### src/design/bxt_pkg.sv
// Shared constants, types and a helper function of the Bezier inverse solver.
package bxt_pkg;

  localparam int T_FRAC_BITS = 24;
  localparam int VALUE_BITS  = 32;

  localparam int DATA_W = 32;
  localparam int TW     = T_FRAC_BITS + 1;
  localparam int MAG_W  = DATA_W + 1;
  localparam int PROD_W = MAG_W + TW;
  localparam int TOL_W  = 16;
  localparam int CFG_AW = 3;
  localparam int STEP_W = $clog2(T_FRAC_BITS);

  localparam logic [TW-1:0] T_ONE = TW'(1) << T_FRAC_BITS;

  localparam longint V_HI = (longint'(1) <<< (VALUE_BITS - 1)) - longint'(1);
  localparam longint V_LO = -V_HI - longint'(1);

  // Register word index decoded from paddr.
  localparam logic REG_TOL = 1'b0;

  localparam logic CMD_EVAL  = 1'b0;
  localparam logic CMD_SOLVE = 1'b1;

  typedef enum logic [3:0] {
    S_IDLE,
    S_RANGE,
    S_CLAMP,
    S_LOAD,
    S_ISSUE,
    S_WAIT,
    S_ALIGN,
    S_DIFF,
    S_CHECK,
    S_OUT
  } state_t;

  // Saturate a value to the signed VALUE_BITS range.
  function automatic logic signed [DATA_W-1:0] sat_value(input logic signed [DATA_W-1:0] v);
    longint w;
    w = longint'(v);
    if (VALUE_BITS < DATA_W) begin
      if (w > V_HI) begin
        w = V_HI;
      end else if (w < V_LO) begin
        w = V_LO;
      end
    end
    return DATA_W'(w);
  endfunction

endpackage

### src/design/bxt_lerp_unit.sv
// Shared linear interpolation unit: p + (q - p) * t, rounded.
module bxt_lerp_unit (
  input  logic                               clk,
  input  logic                               rst_n,
  input  logic                               issue,
  input  logic signed [bxt_pkg::DATA_W-1:0]  p,
  input  logic signed [bxt_pkg::DATA_W-1:0]  q,
  input  logic        [bxt_pkg::TW-1:0]      t,
  output logic                               done,
  output logic signed [bxt_pkg::DATA_W-1:0]  res
);
  import bxt_pkg::*;

  localparam logic [PROD_W-1:0] HALF = PROD_W'(1) << (T_FRAC_BITS - 1);

  logic signed [MAG_W-1:0]  d_up;
  logic signed [MAG_W-1:0]  d_dn;
  logic                     s1_r;
  logic                     s2_r;
  logic        [MAG_W-1:0]  mag_r;
  logic                     neg_r;
  logic                     neg2_r;
  logic signed [DATA_W-1:0] p_r;
  logic signed [DATA_W-1:0] p2_r;
  logic        [TW-1:0]     t_r;
  logic        [PROD_W-1:0] prod_r;
  logic        [PROD_W-1:0] rnd;
  logic signed [MAG_W:0]    p_ext;
  logic signed [MAG_W:0]    r_ext;
  logic signed [MAG_W:0]    sum;

  // Both differences are formed so the magnitude needs only a select.
  assign d_up = MAG_W'(q) - MAG_W'(p);
  assign d_dn = MAG_W'(p) - MAG_W'(q);

  always_ff @(posedge clk) begin
    if (!rst_n) begin
      s1_r <= 1'b0;
      s2_r <= 1'b0;
    end else begin
      s1_r <= issue;
      s2_r <= s1_r;
    end
  end

  always_ff @(posedge clk) begin
    if (issue) begin
      mag_r <= d_up[MAG_W-1] ? d_dn : d_up;
      neg_r <= d_up[MAG_W-1];
      p_r   <= p;
      t_r   <= t;
    end
    if (s1_r) begin
      prod_r <= mag_r * t_r;
      neg2_r <= neg_r;
      p2_r   <= p_r;
    end
  end

  // Magnitude rounded half up, then the sign is applied.
  always_comb begin
    rnd   = (prod_r + HALF) >> T_FRAC_BITS;
    p_ext = (MAG_W + 1)'(p2_r);
    r_ext = $signed({1'b0, rnd[MAG_W-1:0]});
    sum   = neg2_r ? (p_ext - r_ext) : (p_ext + r_ext);
  end

  assign done = s2_r;
  assign res  = sum[DATA_W-1:0];

endmodule

### src/design/bxt_cfg_regs.sv
// APB-style configuration register holding the match tolerance.
module bxt_cfg_regs (
  input  logic                          clk,
  input  logic                          rst_n,
  input  logic                          psel,
  input  logic                          penable,
  input  logic                          pwrite,
  input  logic [bxt_pkg::CFG_AW-1:0]    paddr,
  input  logic [bxt_pkg::DATA_W-1:0]    pwdata,
  output logic [bxt_pkg::DATA_W-1:0]    prdata,
  output logic                          pready,
  output logic [bxt_pkg::TOL_W-1:0]     tolerance
);
  import bxt_pkg::*;

  logic [TOL_W-1:0] tol_r;
  logic [TOL_W-1:0] tol_nxt;
  logic             wr_en;

  // The low address bits select a byte within the word and are ignored.
  assign wr_en = psel && penable && pwrite && (paddr[CFG_AW-1] == REG_TOL);

  always_comb begin
    tol_nxt = tol_r;
    if (wr_en) begin
      tol_nxt = pwdata[TOL_W-1:0];
    end
  end

  always_ff @(posedge clk) begin
    if (!rst_n) begin
      tol_r <= '0;
    end else begin
      tol_r <= tol_nxt;
    end
  end

  assign prdata    = (paddr[CFG_AW-1] == REG_TOL) ? DATA_W'(tol_r) : '0;
  assign pready    = 1'b1;
  assign tolerance = tol_r;

endmodule

### src/design/bezier_x_to_t_bisection_unit.sv
// Top level: Bezier evaluator and bisection solver for t from x.
//
// Usage: an item on the in_ channel carries a command, a cubic flag, control
// values point_a..point_d (signed Q16.16) and an operand. Command 0 evaluates
// the curve at t (Q1.24, clamped to [0, 1.0]); command 1 clamps x to the span
// of the first and last points and bisects t until the curve is within
// match_tolerance of x. One result item per input item leaves on out_.
// The tolerance register sits at byte address 0 of the APB-style port.
// All interpolation goes through one shared unit with a multiplier; the
// difference and clamp steps are done in the control logic. Command 1 runs
// up to 24 bisection steps, each a full curve evaluation, and stops early
// once the curve is within the tolerance.
// in_stall is high from acceptance until the result has moved into the output
// register; one item is worked on at a time. A new item may be taken while
// the previous result waits on a stalled receiver. If the receiver stalls,
// the result holds on out_result and the block waits before handing over the
// next one. Reset empties the block and sets the tolerance to 0.
module bezier_x_to_t_bisection_unit (
  input  logic                              clk,
  input  logic                              rst_n,
  input  logic                              in_valid,
  output logic                              in_stall,
  input  logic                              in_command,
  input  logic                              in_cubic,
  input  logic signed [bxt_pkg::DATA_W-1:0] in_point_a,
  input  logic signed [bxt_pkg::DATA_W-1:0] in_point_b,
  input  logic signed [bxt_pkg::DATA_W-1:0] in_point_c,
  input  logic signed [bxt_pkg::DATA_W-1:0] in_point_d,
  input  logic signed [bxt_pkg::DATA_W-1:0] in_operand,
  output logic                              out_valid,
  input  logic                              out_stall,
  output logic signed [bxt_pkg::DATA_W-1:0] out_result,
  input  logic                              psel,
  input  logic                              penable,
  input  logic                              pwrite,
  input  logic [bxt_pkg::CFG_AW-1:0]        paddr,
  input  logic [bxt_pkg::DATA_W-1:0]        pwdata,
  output logic [bxt_pkg::DATA_W-1:0]        prdata,
  output logic                              pready
);
  import bxt_pkg::*;

  state_t                   state_r, state_nxt;
  logic                     cmd_r, cmd_nxt;
  logic                     cubic_r, cubic_nxt;
  logic signed [DATA_W-1:0] pts_r [4];
  logic signed [DATA_W-1:0] pts_nxt [4];
  logic        [DATA_W-1:0] op_r, op_nxt;
  logic signed [DATA_W-1:0] x_r, x_nxt;
  logic signed [DATA_W-1:0] lo_r, lo_nxt;
  logic signed [DATA_W-1:0] hi_r, hi_nxt;
  logic signed [DATA_W-1:0] v_r [4];
  logic signed [DATA_W-1:0] v_nxt [4];
  logic        [TW-1:0]     t_r, t_nxt;
  logic        [TW-1:0]     bottom_r, bottom_nxt;
  logic        [TW-1:0]     top_r, top_nxt;
  logic        [STEP_W-1:0] step_r, step_nxt;
  logic        [1:0]        lvl_r, lvl_nxt;
  logic        [1:0]        cnt_r, cnt_nxt;
  logic signed [DATA_W-1:0] test_r, test_nxt;
  logic        [MAG_W-1:0]  err_r, err_nxt;
  logic                     xgt_r, xgt_nxt;
  logic signed [DATA_W-1:0] res_r, res_nxt;
  logic                     out_valid_r, out_valid_nxt;
  logic signed [DATA_W-1:0] out_result_r, out_result_nxt;

  logic                     lerp_issue;
  logic                     lerp_done;
  logic signed [DATA_W-1:0] lerp_res;
  logic        [TOL_W-1:0]  tolerance;
  logic        [TW:0]       sum_bt;
  logic        [TW-1:0]     mid;
  logic        [TW-1:0]     t_clamped;
  logic signed [DATA_W-1:0] last_pt;

  bxt_cfg_regs u_cfg (
    .clk       (clk),
    .rst_n     (rst_n),
    .psel      (psel),
    .penable   (penable),
    .pwrite    (pwrite),
    .paddr     (paddr),
    .pwdata    (pwdata),
    .prdata    (prdata),
    .pready    (pready),
    .tolerance (tolerance)
  );

  bxt_lerp_unit u_lerp (
    .clk   (clk),
    .rst_n (rst_n),
    .issue (lerp_issue),
    .p     (v_r[0]),
    .q     (v_r[1]),
    .t     (t_r),
    .done  (lerp_done),
    .res   (lerp_res)
  );

  assign lerp_issue = (state_r == S_ISSUE);

  assign sum_bt  = {1'b0, bottom_r} + {1'b0, top_r};
  assign mid     = sum_bt[TW:1];
  assign last_pt = cubic_r ? pts_r[3] : pts_r[2];

  always_comb begin
    if (op_r[DATA_W-1]) begin
      t_clamped = '0;
    end else if (op_r > DATA_W'(T_ONE)) begin
      t_clamped = T_ONE;
    end else begin
      t_clamped = op_r[TW-1:0];
    end
  end

  always_comb begin
    state_nxt      = state_r;
    cmd_nxt        = cmd_r;
    cubic_nxt      = cubic_r;
    pts_nxt        = pts_r;
    op_nxt         = op_r;
    x_nxt          = x_r;
    lo_nxt         = lo_r;
    hi_nxt         = hi_r;
    v_nxt          = v_r;
    t_nxt          = t_r;
    bottom_nxt     = bottom_r;
    top_nxt        = top_r;
    step_nxt       = step_r;
    lvl_nxt        = lvl_r;
    cnt_nxt        = cnt_r;
    test_nxt       = test_r;
    err_nxt        = err_r;
    xgt_nxt        = xgt_r;
    res_nxt        = res_r;
    out_valid_nxt  = out_valid_r && out_stall;
    out_result_nxt = out_result_r;

    case (state_r)
      S_IDLE: begin
        if (in_valid) begin
          cmd_nxt    = in_command;
          cubic_nxt  = in_cubic;
          pts_nxt[0] = sat_value(in_point_a);
          pts_nxt[1] = sat_value(in_point_b);
          pts_nxt[2] = sat_value(in_point_c);
          pts_nxt[3] = sat_value(in_point_d);
          op_nxt     = in_operand;
          step_nxt   = '0;
          bottom_nxt = '0;
          top_nxt    = T_ONE;
          state_nxt  = (in_command == CMD_SOLVE) ? S_RANGE : S_LOAD;
        end
      end

      S_RANGE: begin
        if (pts_r[0] < last_pt) begin
          lo_nxt = pts_r[0];
          hi_nxt = last_pt;
        end else begin
          lo_nxt = last_pt;
          hi_nxt = pts_r[0];
        end
        x_nxt     = sat_value($signed(op_r));
        state_nxt = S_CLAMP;
      end

      S_CLAMP: begin
        if (x_r < lo_r) begin
          x_nxt = lo_r;
        end else if (x_r > hi_r) begin
          x_nxt = hi_r;
        end
        state_nxt = S_LOAD;
      end

      S_LOAD: begin
        v_nxt     = pts_r;
        lvl_nxt   = cubic_r ? 2'd3 : 2'd2;
        cnt_nxt   = '0;
        t_nxt     = (cmd_r == CMD_SOLVE) ? mid : t_clamped;
        state_nxt = S_ISSUE;
      end

      S_ISSUE: begin
        state_nxt = S_WAIT;
      end

      // Each finished step shifts the working values down one place; the
      // new value enters at the end.
      S_WAIT: begin
        if (lerp_done) begin
          v_nxt[0] = v_r[1];
          v_nxt[1] = v_r[2];
          v_nxt[2] = v_r[3];
          v_nxt[3] = lerp_res;
          if (cnt_r + 2'd1 == lvl_r) begin
            if (lvl_r == 2'd1) begin
              test_nxt  = lerp_res;
              res_nxt   = lerp_res;
              state_nxt = (cmd_r == CMD_SOLVE) ? S_DIFF : S_OUT;
            end else begin
              state_nxt = S_ALIGN;
            end
          end else begin
            cnt_nxt   = cnt_r + 2'd1;
            state_nxt = S_ISSUE;
          end
        end
      end

      // Drop the stale leading values so the new level starts at slot 0.
      S_ALIGN: begin
        case (lvl_r)
          2'd3: begin
            v_nxt[0] = v_r[1];
            v_nxt[1] = v_r[2];
            v_nxt[2] = v_r[3];
          end
          default: begin
            v_nxt[0] = v_r[2];
            v_nxt[1] = v_r[3];
          end
        endcase
        lvl_nxt   = lvl_r - 2'd1;
        cnt_nxt   = '0;
        state_nxt = S_ISSUE;
      end

      S_DIFF: begin
        xgt_nxt = (x_r > test_r);
        if (x_r > test_r) begin
          err_nxt = MAG_W'(x_r) - MAG_W'(test_r);
        end else begin
          err_nxt = MAG_W'(test_r) - MAG_W'(x_r);
        end
        state_nxt = S_CHECK;
      end

      S_CHECK: begin
        if (err_r <= MAG_W'(tolerance)) begin
          res_nxt   = DATA_W'(t_r);
          state_nxt = S_OUT;
        end else begin
          if (xgt_r) begin
            bottom_nxt = t_r;
          end else begin
            top_nxt = t_r;
          end
          if (step_r == STEP_W'(T_FRAC_BITS - 1)) begin
            res_nxt   = xgt_r ? DATA_W'(t_r) : DATA_W'(bottom_r);
            state_nxt = S_OUT;
          end else begin
            step_nxt  = step_r + STEP_W'(1);
            state_nxt = S_LOAD;
          end
        end
      end

      S_OUT: begin
        if (!out_valid_r || !out_stall) begin
          out_valid_nxt  = 1'b1;
          out_result_nxt = res_r;
          state_nxt      = S_IDLE;
        end
      end

      default: begin
        state_nxt = S_IDLE;
      end
    endcase
  end

  always_ff @(posedge clk) begin
    if (!rst_n) begin
      state_r     <= S_IDLE;
      out_valid_r <= 1'b0;
    end else begin
      state_r     <= state_nxt;
      out_valid_r <= out_valid_nxt;
    end
  end

  always_ff @(posedge clk) begin
    cmd_r        <= cmd_nxt;
    cubic_r      <= cubic_nxt;
    pts_r        <= pts_nxt;
    op_r         <= op_nxt;
    x_r          <= x_nxt;
    lo_r         <= lo_nxt;
    hi_r         <= hi_nxt;
    v_r          <= v_nxt;
    t_r          <= t_nxt;
    bottom_r     <= bottom_nxt;
    top_r        <= top_nxt;
    step_r       <= step_nxt;
    lvl_r        <= lvl_nxt;
    cnt_r        <= cnt_nxt;
    test_r       <= test_nxt;
    err_r        <= err_nxt;
    xgt_r        <= xgt_nxt;
    res_r        <= res_nxt;
    out_result_r <= out_result_nxt;
  end

  assign in_stall   = (state_r != S_IDLE);
  assign out_valid  = out_valid_r;
  assign out_result = out_result_r;

endmodule

### config.mk
export PLATFORM = sky130hd
export DESIGN_NAME = bezier_x_to_t_bisection_unit
export DESIGN_NICKNAME = d
export VERILOG_FILES = /design/src/design/bxt_pkg.sv /design/src/design/bxt_lerp_unit.sv /design/src/design/bxt_cfg_regs.sv /design/src/design/bezier_x_to_t_bisection_unit.sv
export SDC_FILE = /design/constraint.sdc
export NUM_CORES = 2
export LEC_CHECK = 0
export ABC_AREA = 0
export CAP_MARGIN = 25
export CORE_UTILIZATION = 45
export CTS_CLUSTER_SIZE = 14
export DETAILED_ROUTE_END_ITERATION = 10
export DONT_BUFFER_PORTS = 1
export HOLD_SLACK_MARGIN = 0.02
export MAX_ROUTING_LAYER = met4
export PLACE_DENSITY_LB_ADDON = 0.2
export SLEW_MARGIN = 20
export SYNTH_ARGS = -nofsm -noshare
export SYNTH_HDL_FRONTEND = slang
export SYNTH_SLANG_ARGS = --single-unit
### constraint.sdc
create_clock -name clk -period 6.9 [get_ports clk]
set_input_delay 0.69 -clock clk [delete_from_list [all_inputs] [get_ports clk]]
set_output_delay 0.69 -clock clk [all_outputs]
set_load 0.02 [all_outputs]
==> flow_summary_export.csv <==
group,metric,value,unit
critical_path,crit_path_end_kind,"flop",
synth,syn_area,68200,sq um
synth,seq_area_frac_synth,34.0,%
placement,dp.cells,8651,
critical_path,arrival,7.46,ns
critical_path,worstPathMaxFanout,4,
detailed_routing,drtIter0Drc,4593,
sta,fmax,143,MHz
placement,gp_congestion,0.950,
detailed_routing,totalWireLength,208,mm
run_status,outcome,"finished with violations",
clock_network,cts-root-buf,"clkbuf_16",
synth,synth_seq_cells,780,
layout,area_growth,12.5,%
detailed_routing,vias_per_cell,5.54,
synth,synth-edff-count,757,
synth,postSynthCellCount,6613,
layout,fin_nets,8160,
layout,drive_gt1_share,10.8,%
clock_network,cts_tree,"done",
placement,dp_hpwl,167,mm
grt,grt_pass1_wl,313,mm
critical_path,required,7.36,ns
critical_path,crit_path_top_delay_cell,"fa_2",
sta,slew_viol_final,0,
die,fp.dieW,391,microns
detailed_routing,drc,0,
grt,grt.overflow.total,0,
placement,io_buffer_count,0,
die,rows,142,
sta,grt_setup_unrepaired,"yes",
placement,place_area,72500,sq um
critical_path,crit_family,"adder cells",
layout,final_common_cell,"inv_1",
die,ios,271,
sta,post-route-period-util,101,%
critical_path,crit_buf_inv,5,
clock_network,worstSkewPairLatency,0.73,ns
sta,hold_viol,0,
critical_path,critical_path_class,"flop to flop",
clock_network,clockBufferDepth,3,
detailed_routing,firstDrtPassIters,8,
run_status,failed_checks,"setup timing",
layout,layout_common_cells,"inv_1 (1103), edfxtp_1 (757), nand2_1 (698)",
synth,syn_avg_cell_area,10.3,sq um
grt,grt_max_degree,97,
hold_path,whs_path_depth,0,
die,die_h,391,microns
flow_run,cap_violations,0,
synth,ys_warn_count,0,
critical_path,start_kind,"flop",
sta,report.final.setup_viol,12,
die,core,150000,sq um
sta,tightest_slew,1.12,ns
synth,synth_ff_type,"edfxtp_1",
detailed_routing,vias,49100,
grt,grt.total_usage,28.3,%
sta,layout_setup_ws,-0.0974,ns
sta,finalClockSkew,0.0513,ns
clock_network,cts.sinks,780,
grt,grt_antenna_before_repair,35,
clock_network,clk_pin_slew,0.06,ns
sta,slew_headroom,25.1,%
critical_path,cp.depth,23,
detailed_routing,post_drt_wl_per_cell,23.4,microns
grt,grt_pass1_vias,49700,
critical_path,crit_top_cell,"fa_1",
critical_path,rr_worst_depth,23,
critical_path,crit_chain,"buf_12 > buf_4 > and2_1 > fa_1 > fa_1 > fa_1 > fa_2 > fa_2 > fa_1 > inv_1 > fa_1 > inv_1 > ha_4 > and3_4 > nand3_4 > nor4_4 > o21ai_2 > a21boi_2 > a31oi_1 > buf_4 > o21bai_1 > a21o_1 > xor2_1",
synth,synth_cell_type_count,87,
layout,final_design_area_no_fill,76700,sq um
layout,stdcell_count,8879,
hold_path,hold_class,"input port to flop",
die,initial_utilization,45.4,%
clock_network,cts_buffers,84,
die,dieArea,153000,sq um
sta,finalCriticalPeriod,7.00,ns
synth,async_flop_share,0,%
placement,place_ws,-0.806,ns
critical_path,max_stage_delay,0.61,ns
detailed_routing,final_antenna_net_count,0,
layout,fin_util,51.1,%
clock_network,htreeDepth,3,
==> cell families after synthesis <==
kind of cell | count (synthesis) | synth area share (%)
AO/OA/AOI/OAI | 1076 | 10.3
AND/OR/NAND/NOR | 1741 | 12.6
XOR/XNOR | 212 | 2.72
buffers and inverters | 1451 | 8.19
other | 2 | 0.0110
adder cells (fa/ha/maj) | 1189 | 29.7
multiplexers | 162 | 2.46
flip-flops | 780 | 34.0
==> through the flow <==
| step | hold slack, ns | TNS, ns |
|---|---|---|
| floorplan | 0.400 | 0 |
| global placement | 0.401 | -8.12 |
| detailed placement | 0.405 | -9.99 |
| CTS | 0.0281 | -0.617 |
| global route | 0.0371 | -5.21 |
| finish | 0.0729 | -0.617 |
==> cell type report <==
type	instances	area (sq um)
Antenna cell	28	70.1
Clock buffer	98	2150
Clock inverter	56	638
Fill cell	13600	73500
Inverter	1124	4220
Multi-Input combinational cell	4397	40300
Sequential cell	780	23200
Tap cell	2016	2520
Timing Repair Buffer	380	3550
==> layer usage <==
metal  vias up  wire [microns]  track usage, %
met1     24900           89300            37.6
li1      22300               -               -
met2      1748           96800            44.3
met4         0            7040            8.59
met5         -               0               -
met3       289           14900            4.61
==> synthesized netlist by cell type (all sizes together) (14+ instances only) <==
cell    number  share of area (%)
nand2b      31               0.28
o221ai      14               0.18
dfxtp       23               0.68
a222oi      64               0.94
o21a        24               0.26
a21boi      29               0.32
nor3        57               0.44
nor2b       30               0.28
o31ai       16               0.18
nand2      703                3.9
fa         714                 21
edfxtp     757                 33
mux2        41               0.68
o21ai      250                1.8
xor2        82                1.1
o211ai      18               0.20
a211oi      26               0.30
or3         15               0.14
a21oi      297                2.2
mux2i      121                1.8
xnor2      130                1.7
nor2       229                1.3
and2       443                4.1
ha         475                8.7
nor4        27               0.27
o21bai      44               0.48
and3        53               0.49
nand3       47               0.35
clkbuf     270                1.5
nand4       62               0.61
buf         57               0.51
a21o       147                1.6
inv       1124                6.2
a31oi       34               0.34
==> worst register-to-register path: stages (launching register included) <==
cell and delay (ns):
edfxtp_1 0.50, buf_12 0.20, buf_4 0.13, and2_1 0.16, fa_1 0.51, fa_1 0.56
fa_1 0.56, fa_2 0.61, fa_2 0.46, fa_1 0.51, inv_1 0.06, fa_1 0.48
inv_1 0.06, ha_4 0.27, and3_4 0.19, nand3_4 0.09, nor4_4 0.43, o21ai_2 0.16
a21boi_2 0.18, a31oi_1 0.10, buf_4 0.17, o21bai_1 0.17, a21o_1 0.15, xor2_1 0.06
==> path summary, 6_finish.rpt <==
| path | startpoint | end | slack [ns] |
|---|---|---|---|
| max | u_lerp.mag_r[2]$_DFFE_PP_ | u_lerp.prod_r[53]$_DFFE_PP_ | -0.1 |
| min reg2reg | u_lerp.p_r[9]$_DFFE_PP_ | u_lerp.p2_r[9]$_DFFE_PP_ | 0.41 |
| max reg2reg | u_lerp.mag_r[2]$_DFFE_PP_ | u_lerp.prod_r[53]$_DFFE_PP_ | -0.1 |
| min | in_point_d[21] | pts_r[21]$_DFFE_PP_ | 0.07 |
==> flip-flops by register name, indices dropped and copies added (netlist names), 4 cells and up <==
name	cells
err_r	33
u_lerp.mag_r	33
pts_r	128
lo_r	32
u_lerp.p_r	32
out_result	32
u_lerp.t_r	25
op_r	32
x_r	32
u_lerp.prod_r	33
u_cfg.tolerance	16
res_r	32
t_r	25
v_r	128
u_lerp.p2_r	32
state_r	4
step_r	5
hi_r	32
bottom_r	25
top_r	25
test_r	32
==> what timing repair did <==
item                                    in CTS  in global routing
hold buffers                                 1                  0
endpoints found under the setup margin      26                 24
buffers inserted                            42                  7
pin swaps                                   95                 32
hold endpoints to repair                     1                  0
resized for setup                          145                 76
Power is not shown: default switching activity piles up to over one toggle a cycle in this logic, so the estimate is an artifact.
